`config.mk`:
```
export PLATFORM = sky130hd
export DESIGN_NAME = ucd_csr
export DESIGN_NICKNAME = d
export VERILOG_FILES = /design/src/ucd_pkg.sv /design/src/ucd_csr.sv
export SDC_FILE = /design/constraint.sdc
export NUM_CORES = 1
export LEC_CHECK = 0
export ABC_AREA = 1
export BUFFER_PORTS_ARGS = -buffer_cell sky130_fd_sc_hd__buf_2
export CAP_MARGIN = 20
export CORE_MARGIN = 2
export CORE_UTILIZATION = 47
export DETAILED_ROUTE_END_ITERATION = 10
export PLACE_DENSITY = 0.9
export SYNTH_ARGS = -nofsm -noshare
export SYNTH_HDL_FRONTEND = slang
export SYNTH_SLANG_ARGS = --single-unit
```
`constraint.sdc`:
```
create_clock -name clock -period 1.2 [get_ports clock]
set_clock_uncertainty 0.15 [all_clocks]
set_input_delay 0.12 -clock clock [delete_from_list [all_inputs] [get_ports clock]]
set_output_delay 0.12 -clock clock [all_outputs]
set_load 0.01 [all_outputs]
```
`src/ucd_pkg.sv`:
```
// Package for the universal comb delay block.
// Holds the register map, reset values, the configuration struct and the sequencer states.
// It depends on nothing else.
package ucd_pkg;

   localparam int CSR_ADDR_W = 4;
   localparam int CSR_DATA_W = 32;

   localparam logic [1:0] REG_DELAY_LENGTH     = 2'd0;
   localparam logic [1:0] REG_BLEND_GAIN       = 2'd1;
   localparam logic [1:0] REG_FEEDBACK_GAIN    = 2'd2;
   localparam logic [1:0] REG_FEEDFORWARD_GAIN = 2'd3;

   localparam int DELAY_LENGTH_W = 15;
   localparam int GAIN_W         = 16;
   localparam int FRAC_BITS      = 14;
   localparam int ROUND_HALF     = 8192;

   localparam logic [DELAY_LENGTH_W-1:0] DELAY_LENGTH_RESET     = 15'd0;
   localparam logic signed [GAIN_W-1:0]  BLEND_GAIN_RESET       = 16'sd16384;
   localparam logic signed [GAIN_W-1:0]  FEEDBACK_GAIN_RESET    = 16'sd8192;
   localparam logic signed [GAIN_W-1:0]  FEEDFORWARD_GAIN_RESET = 16'sd4096;

   typedef struct packed {
      logic [DELAY_LENGTH_W-1:0] delay_length;
      logic signed [GAIN_W-1:0]  blend_gain;
      logic signed [GAIN_W-1:0]  feedback_gain;
      logic signed [GAIN_W-1:0]  feedforward_gain;
   } ucd_cfg_type;

   typedef enum logic [2:0] {
      ST_IDLE,
      ST_FETCH,
      ST_FEED,
      ST_MIX,
      ST_OUT
   } ucd_state_type;

endpackage

```
`src/ucd_csr.sv`:
```
// Register file of the universal comb delay block, written and read over an APB-style port.
// Uses the register map and configuration struct of ucd_pkg.
module ucd_csr (
   input  logic                            clock,
   input  logic                            reset,
   input  logic                            csr_psel,
   input  logic                            csr_penable,
   input  logic                            csr_pwrite,
   input  logic [ucd_pkg::CSR_ADDR_W-1:0]  csr_paddr,
   input  logic [ucd_pkg::CSR_DATA_W-1:0]  csr_pwdata,
   output logic [ucd_pkg::CSR_DATA_W-1:0]  csr_prdata,
   output logic                            csr_pready,
   output ucd_pkg::ucd_cfg_type            cfg
);

   ucd_pkg::ucd_cfg_type cfg_ff;
   ucd_pkg::ucd_cfg_type cfg_in;
   logic                 write_en;
   logic [1:0]           reg_index;

   assign csr_pready = 1'b1;
   assign write_en   = csr_psel & csr_penable & csr_pwrite;
   assign reg_index  = csr_paddr[3:2];

   always_comb begin
      cfg_in = cfg_ff;
      if (write_en) begin
         case (reg_index)
            ucd_pkg::REG_DELAY_LENGTH: begin
               cfg_in.delay_length = csr_pwdata[ucd_pkg::DELAY_LENGTH_W-1:0];
            end
            ucd_pkg::REG_BLEND_GAIN: begin
               cfg_in.blend_gain = csr_pwdata[ucd_pkg::GAIN_W-1:0];
            end
            ucd_pkg::REG_FEEDBACK_GAIN: begin
               cfg_in.feedback_gain = csr_pwdata[ucd_pkg::GAIN_W-1:0];
            end
            ucd_pkg::REG_FEEDFORWARD_GAIN: begin
               cfg_in.feedforward_gain = csr_pwdata[ucd_pkg::GAIN_W-1:0];
            end
            default: begin
               cfg_in = cfg_ff;
            end
         endcase
      end
   end

   always_comb begin
      case (reg_index)
         ucd_pkg::REG_DELAY_LENGTH: begin
            csr_prdata = ucd_pkg::CSR_DATA_W'(cfg_ff.delay_length);
         end
         ucd_pkg::REG_BLEND_GAIN: begin
            csr_prdata = ucd_pkg::CSR_DATA_W'(unsigned'(cfg_ff.blend_gain));
         end
         ucd_pkg::REG_FEEDBACK_GAIN: begin
            csr_prdata = ucd_pkg::CSR_DATA_W'(unsigned'(cfg_ff.feedback_gain));
         end
         ucd_pkg::REG_FEEDFORWARD_GAIN: begin
            csr_prdata = ucd_pkg::CSR_DATA_W'(unsigned'(cfg_ff.feedforward_gain));
         end
         default: begin
            csr_prdata = '0;
         end
      endcase
   end

   always_ff @(posedge clock) begin
      if (reset) begin
         cfg_ff.delay_length     <= ucd_pkg::DELAY_LENGTH_RESET;
         cfg_ff.blend_gain       <= ucd_pkg::BLEND_GAIN_RESET;
         cfg_ff.feedback_gain    <= ucd_pkg::FEEDBACK_GAIN_RESET;
         cfg_ff.feedforward_gain <= ucd_pkg::FEEDFORWARD_GAIN_RESET;
      end else begin
         cfg_ff <= cfg_in;
      end
   end

   assign cfg = cfg_ff;

endmodule

```
==> results of run 1 <==
## critical path, cell delays in order (launching register included)
cell and delay, ns:
dfxtp_2 0.33, nand2_1 0.07, nand4_1 0.10, buf_2 0.15
## power breakdown
part           switching [mW]  total (mW)  internal (mW)
Combinational           0.407       0.700          0.294
Sequential             0.0357        2.18           2.15
Clock                   0.734        1.46          0.722
## synth_stat cells
cell / number / area, µm²
buf_2: 15 / 75.1
nand3_4: 1 / 17.5
dfxtp_1: 63 / 1260
nand2_1: 131 / 492
inv_2: 2 / 7.51
nand4_1: 15 / 93.8
nor2_2: 1 / 6.26
nor2_1: 123 / 462
inv_1: 19 / 71.3
conb_1: 2 / 7.51
clkbuf_1: 3 / 11.3
buf_1: 6 / 22.5
o21ai_0: 3 / 15.0
buf_4: 21 / 158
nor2_4: 4 / 45.0
nand3_1: 64 / 320
## placed cells by master, fill, tap and decap left out, drive strengths merged
master / count
buf: 165
inv: 21
nand4: 15
nand3: 65
dfxtp: 63
nand2: 131
nor2: 128
clkinv: 2
clkbuf: 12
conb: 17
o21ai: 3
dlygate4sd3: 5
## metrics by stage
step	cell area (µm²)	setup slack, ns	setup TNS (ns)	hold slack [ns]
2_1_floorplan	3120	0.191	0	0.0962
3_3_place_gp	3740	-0.0478	-0.322	0.206
3_5_place_dp	3740	-0.0726	-0.826	0.217
4_1_cts	4280	-0.0378	-0.180	0.000687
5_1_grt	4510	-0.0891	-0.943	0.0257
6_report	4510	-0.0319	-0.112	0.0133
## repair_timing
item / CTS / global route
hold endpoints to repair: 5 / 0
buffers inserted: 29 / 10
pin swaps: 27 / 24
hold buffers: 5 / 0
endpoints found under the setup margin: 16 / 27
resized for setup: 76 / 36
cloned: 1 / 0
## per-layer routing
metal  vias to the layer above  part of all wire  track usage
met4                         0             0.018        0.118
met5                         -                 0            0
li1                       1741                 -            -
met2                       194              0.52        0.462
met3                        22             0.082       0.0501
met1                      1668              0.38        0.312
## path summary, 6_finish.rpt
path	from	to	depth (start not counted)
hold / removal	csr_pwdata[1]	cfg[33]	5
setup reg to reg	cfg[61]	cfg[61]	3
setup / recovery	cfg[22]	csr_prdata[6]	3
hold reg to reg	cfg[1]	cfg[1]	2
## logic make-up (layout without fill, tap and decap cells)
family,count (synthesis),after routing,share of synthesized area
and+or+nand+nor,339,339,0.469
other,2,17,0.00245
buffers and inverters,66,205,0.113
DFF,63,63,0.411
AOI/OAI and AO/OA,3,3,0.00490
## layout make-up
type,instances,area (µm²)
sequential,63,1340
inverter,21,78.8
timing repair buffer,170,1270
clock buffer,12,135
tap,77,96.3
clock inverter,2,10.0
fill,505,1810
multi-input combinational,359,1580
==> impl_metrics.toml, run 1 <==
[run_status]
status = "finished with violations"
violations = "setup timing"

[placed_design]
placed_cells = 645
io_buffer_count = 101
gp_congestion = 0.803
dp_hpwl_um = 5930

[pwr]
p_per_area_nw_per_um2 = 963
p_total_mw = 4.34
p_leak_nw = 2.26
peakVddDrop_v = 0.000704

[clock_tree]
tritoncts = "yes"
cts.sink_count = 63
clock_path_buffers = 2
clk_latency_ns = 0.32
cts_root_buffer = "clkbuf_8"
htreeDepth = 3
clk_pin_slew_ns = 0.07
cts_buffers = 9

[drt]
dr_total_vias = 3625
drcViolationCount = 0
viasPerCell = 5.15
detail_route.iter0.violations = 176
post_drt_wl_per_cell_um = 14.2
routed_wl_um = 10000
ant_nets = 0
drt_first_pass_iters = 5

[synthesis]
synth.distinct_cells = 16
syn_area_um2 = 3070
yosys_register_bits = 63
syn_inst = 473
yosys_warnings = 0
synth.yosys.seq_area_share = 0.411
postSynthAreaPerCell_um2 = 6.48

[global_route]
overflow = 0
grt_first_pass_wirelength_um = 15200
grt_max_degree = 64
grt_use_total = 0.264
grt_pass1_vias = 3277
grt_antenna_before_repair = 0

[floorplanning]
std_cell_rows = 29
fp.dieH_um = 84.8
io_pins = 137
die_x_um = 84.8
die_area_um2 = 7180
start_util = 0.486
core_um2 = 6310

[sta]
fin_crit_sh = 1.03
final-hold-violation-count = 0
fmax_mhz = 812
setup_ws_ns = -0.0319
setup-violations-final = 9
rsz0062_at_grt = "true"
drv_slew = 0
period_needed_ns = 1.23

[cells_and_area]
num-nets-final = 665
fin_util = 0.714
largest_reg_flops = 63
final_cells = 704
areaGrowthSynthToFinish_pct = 47.0
antenna-diode-count = 0
drive_gt1_frac = 0.426

[setup_path]
path_max_fanout = 2
endpoint_kind = "primary output"
rrSetupSlack_ns = 0.30
arrival_ns = 0.96
critPathKind = "reg -> out"
startpoint_type = "flop"
required_ns = 0.93

[worst_hold_path]
min_path_type = "in -> reg"

[job]
drv_cap = 0
Power figures use the tool's default switching activity.
==> run 2, diff against run 1 <==
==> constraint.sdc (replaced) <==
create_clock -name clock -period 1.2 [get_ports clock]
set_clock_uncertainty 0.15 [all_clocks]
set_input_delay 0.18 -clock clock [delete_from_list [all_inputs] [get_ports clock]]
set_output_delay 0.18 -clock clock [all_outputs]
set_load 0.01 [all_outputs]
==> run 2 against run 1 <==
The flow still finishes with violations (setup timing). Count of clock-buffer cells in the layout is 4 higher. Critical path depth is 5 higher. Utilization is 7.2 points higher. Cell count is 3.1% higher. Setup slack worse by 0.12 ns. Via count is 3.4% higher. Design area is 10% higher. Global-route usage is 1.2 points higher. Hold slack better by 0.057 ns. Register-to-register slack worse by 0.12 ns. Non-clock buffer count is 20 higher. First-iteration DRC count is 62% higher. Highest routed layer unchanged.
==> impl_metrics.toml, run 2 (synthesis results as in run 1) <==
[setup_path]
timing.rr.start = "cfg[58]"
endpoint_kind = "primary output"
arrival_ns = 1.02
critPathLaunch = "csr_paddr[2]"
path_max_fanout = 5
critPathKind = "in -> out"
startpoint_type = "input port"
worstRegToRegCells = 4
required_ns = 0.87

[worst_hold_path]
min_path_type = "in -> reg"
min_from = "csr_pwdata[5]"
holdPathStages = 5

[run_status]
status = "finished with violations"
violations = "setup timing"

[placed_design]
placed_cell_area_um2 = 3840
dp_hpwl_um = 6180
io_buffer_count = 101
gp_congestion = 0.789

[drt]
wl_met3_um = 830
wl_met2_um = 5830
post_drt_wl_per_cell_um = 15.3
routed_wl_um = 11100
wl_met1_um = 4120
viasPerCell = 5.16
drcViolationCount = 0
detail_route.iter0.violations = 285
dr_total_vias = 3747
top_layer_used = "met4"
ant_nets = 0
drt_first_pass_iters = 6

[pwr]
p_per_area_nw_per_um2 = 936
p_leak_nw = 2.51
peakVddDrop_v = 0.000717

[floorplanning]
die_x_um = 84.8
core_um2 = 6310
fp.dieH_um = 84.8
io_pins = 137
std_cell_rows = 29
die_area_um2 = 7180
start_util = 0.486

[global_route]
overflow = 0
grt_use_total = 0.276
grt_antenna_before_repair = 0
grt_first_pass_wirelength_um = 15800
grt_max_degree = 64
grt_pass1_vias = 3459

[job]
drv_cap = 0

[clock_tree]
clk_latency_ns = 0.33
cts_root_buffer = "clkbuf_8"
clk_pin_slew_ns = 0.07
htreeDepth = 3
tritoncts = "yes"
clock_path_buffers = 2
cts.sink_count = 63
cts_buffers = 9

[sta]
final-hold-violation-count = 0
fmax_mhz = 738
rsz0062_at_grt = "true"
tns_ns = -2.33
period_needed_ns = 1.35
setup-violations-final = 41
setup_ws_ns = -0.154
fin_crit_sh = 1.13
drv_slew = 0

[cells_and_area]
stdcell_area_um2 = 4960
antenna-diode-count = 0
largest_reg_flops = 63
areaGrowthSynthToFinish_pct = 61.8
drive_gt1_frac = 0.476
mostFrequentLayoutCells = "nor2_1 (120), nand2_1 (97), buf_2 (77), nand3_1 (63), dfxtp_2 (61)"
final_common_cell = "nor2_1"
num-nets-final = 685
## run 2: changes by cell type in the layout (fill, tap and decap cells not counted), moves of 3 or more
cell	previous run	this run
clkbuf_16	0	3
nand2_2	14	28
nand2_4	0	6
buf_6	25	47
buf_2	84	77
nand2_1	117	97
## run 2: layer usage
| metal | global-route usage | vias to the layer above |
|---|---|---|
| met1 | 0.327 | 1727 |
| li1 | - | 1791 |
| met5 | 0 | - |
| met3 | 0.0501 | 30 |
| met4 | 0.141 | 0 |
| met2 | 0.475 | 199 |
## run 2: what timing repair did
action / 4_1_cts / 5_1_grt
hold buffers: 3 / 0
gates cloned: 0 / 3
pin swaps: 38 / 27
endpoints found under the setup margin: 16 / 34
hold endpoints to repair: 3 / 0
buffers inserted: 24 / 21
resized for setup: 107 / 68
## run 2: path summary, 6_finish.rpt
path                            slack (ns)             to
worst min-delay path                  0.07        cfg[37]
worst min register to register        0.34        cfg[13]
worst max-delay path                 -0.15  csr_prdata[3]
worst max register to register        0.18        cfg[58]
## run 2: area by class of cell
type	count	area, µm²
well taps	77	96.3
multi-input cells	359	1660
flip-flops and latches	63	1350
inverters	21	88.8
clock buffers	16	170
repair buffers	190	1600
fillers	410	1350
## run 2: critical path: stages
cell and delay [ns]:
buf_12 0.11, inv_8 0.03, nor2_4 0.15, buf_6 0.12, clkbuf_16 0.14, nand2_2 0.05
nand4_1 0.10, buf_2 0.14
## run 2: where the power goes
| group | total, mW | internal [mW] | switching [mW] |
|---|---|---|---|
| Clock | 1.64 | 0.870 | 0.772 |
| Sequential | 2.19 | 2.14 | 0.0434 |
| Combinational | 0.817 | 0.372 | 0.446 |
| Total | 4.64 | 3.38 | 1.26 |
## run 2: stage by stage
stage	total power [mW]	worst slack (ns)	hold slack, ns	cells	utilization
6_report	4.64	-0.154	0.0702	726	0.786
4_1_cts	4.53	-0.100	0.0328	702	0.714
2_1_floorplan	2.59	0.0706	0.156	488	-
5_1_grt	4.82	-0.190	0.0915	726	0.786
3_3_place_gp	2.80	-0.116	0.265	659	0.609
3_5_place_dp	2.82	-0.157	0.272	659	0.609
==> run 3, diff against run 2 <==
Settings changed: PLACE_DENSITY 0.9 to 0.8.
==> run 3 against run 2 <==
The flow still finishes with violations (setup timing). Die area unchanged. Combinational power up 2%. Maximum frequency down 0.12%. Cell count up 2.2%. Count of clock-buffer cells in the layout unchanged. Critical path depth down 2. Setup slack worse by 0.0016 ns. Hold slack worse by 0.064 ns. Largest cell class is now buffers. Sequential power about the same.
==> impl_metrics.toml, run 3 (synthesis results as in run 1) <==
[run_status]
status = "finished with violations"
violations = "setup timing"

[sta]
period_needed_ns = 1.36
fmax_mhz = 737
setup_ws_ns = -0.156
rsz0062_at_grt = "true"
fin_crit_sh = 1.13
setup-violations-final = 50
final-hold-violation-count = 0
drv_slew = 0

[global_route]
grt_antenna_before_repair = 0
grt_use_total = 0.298
grt_pass1_vias = 3542
grt_max_degree = 34
grt_first_pass_wirelength_um = 16900
overflow = 0

[clock_tree]
cts_buffers = 9
cts_root_buffer = "clkbuf_8"
tritoncts = "yes"
htreeDepth = 3
clk_latency_ns = 0.35
clk_pin_slew_ns = 0.07
cts.sink_count = 63
clock_path_buffers = 2

[floorplanning]
fp.dieH_um = 84.8
die_x_um = 84.8
start_util = 0.486
std_cell_rows = 29
die_area_um2 = 7180
io_pins = 137
core_um2 = 6310

[cells_and_area]
mostFrequentLayoutCells = "nor2_1 (120), nand2_1 (113), buf_6 (76), buf_2 (66), nand3_1 (63)"
fillers = 401
largest_reg_flops = 63
num-nets-final = 701
drive_gt1_frac = 0.463
stdcell_area_um2 = 5090
final_common_cell = "nor2_1"
seqCellArea_um2 = 1340
final_cells = 742
antenna-diode-count = 0
areaGrowthSynthToFinish_pct = 66.2
multi_input_area_um2 = 1590

[placed_design]
placed_cell_area_um2 = 3820
dp_hpwl_um = 5970
pre_cts_slack_ns = -0.138
placed_cells = 656
io_buffer_count = 101
gp_congestion = 0.849

[worst_hold_path]
min_from = "reset"
min_path_type = "in -> reg"

[pwr]
peakVddDrop_v = 0.000727
p_leak_nw = 2.52
p_total_mw = 4.69
p_per_area_nw_per_um2 = 920

[setup_path]
critPathKind = "in -> out"
endpoint_kind = "primary output"
path_depth = 6
cp_cell_sequence = "buf_12, nor2_2, buf_4, nand2_1, nand4_1, buf_2"
path_max_fanout = 14
critPathLaunch = "csr_paddr[3]"
startpoint_type = "input port"
required_ns = 0.87
cp_slowest_cell = "buf_4"
crit_family = "buffers and inverters"
r2r_end = "cfg[46]"
worstRegToRegCells = 4
timing.rr.start = "cfg[46]"
rrSetupSlack_ns = 0.18
arrival_ns = 1.03
crit_end = "csr_prdata[12]"
slowest_delay_ns = 0.25
crit_buf_inv = 3

[drt]
drcViolationCount = 0
ant_nets = 0
drt_first_pass_iters = 5
routed_wl_um = 11400
post_drt_wl_per_cell_um = 15.4
detail_route.iter0.violations = 425
dr_total_vias = 3893
viasPerCell = 5.25

[job]
drv_cap = 0
## run 3: cell count changes in the layout (fill, tap and decap cells not counted), moves of 2 or more
cell,before,now
dfxtp_4,2,0
buf_2,77,66
nand2_1,97,113
buf_8,2,0
nand2_2,28,17
clkbuf_16,3,0
nand2_4,6,1
buf_6,47,76
buf_12,9,11
## run 3: per-layer routing
layer | track usage | vias to the layer above | wire (µm) | share of wire
met1 | 0.347 | 1788 | 4300 | 0.38
met4 | 0.140 | 0 | 404 | 0.035
met5 | 0 | - | 0 | 0
met3 | 0.0865 | 46 | 1020 | 0.089
li1 | - | 1825 | - | -
met2 | 0.505 | 234 | 5690 | 0.50
## run 3: worst reg2reg max path, stage by stage, from the launching register on
cell	delay, ns
dfxtp_2	0.34
buf_6	0.12
buf_4	0.12
o21ai_0	0.08
nand3_1	0.09
## run 3: area by class of cell
class,count,share of cell area
inverters,21,0.0165
flip-flops and latches,63,0.263
multi-input cells,359,0.313
clock buffers,16,0.0334
repair buffers,206,0.356
well taps,77,0.0189
## run 3: metrics by stage
stage	TNS (ns)	util	hold slack, ns
floorplan	0	-	0.156
global placement	-3.47	0.605	0.269
detailed placement	-5.03	0.605	0.272
CTS	-2.30	0.763	0.000585
global route	-4.11	0.807	0.0138
finish	-2.64	0.807	0.00641
## run 3: worst min-delay path by stage
stage | end | slack [ns] | cells past startpoint
2_1_floorplan | cfg[12] | 0.16 | 2
3_3_place_gp | cfg[29] | 0.27 | 3
3_5_place_dp | cfg[29] | 0.27 | 3
4_1_cts | cfg[35] | 0.0006 | 4
5_1_grt | cfg[51] | 0.01 | 4
6_report | cfg[35] | 0.006 | 4
## run 3: power by group
part,total [mW],internal (mW),leakage [nW],switching (mW)
logic,0.836,0.384,1.90,0.452
clock network,1.67,0.869,0.0850,0.797
registers,2.19,2.15,0.537,0.0404
total,4.69,3.40,2.52,1.29
## run 3: repair_timing
action | 4_1_cts | 5_1_grt
hold buffers | 3 | 0
resized for setup | 138 | 38
buffers inserted | 45 | 18
endpoints found under the setup margin | 23 | 46
pin swaps | 31 | 17
cloned | 4 | 0
endpoints found under the hold margin | 3 | 0
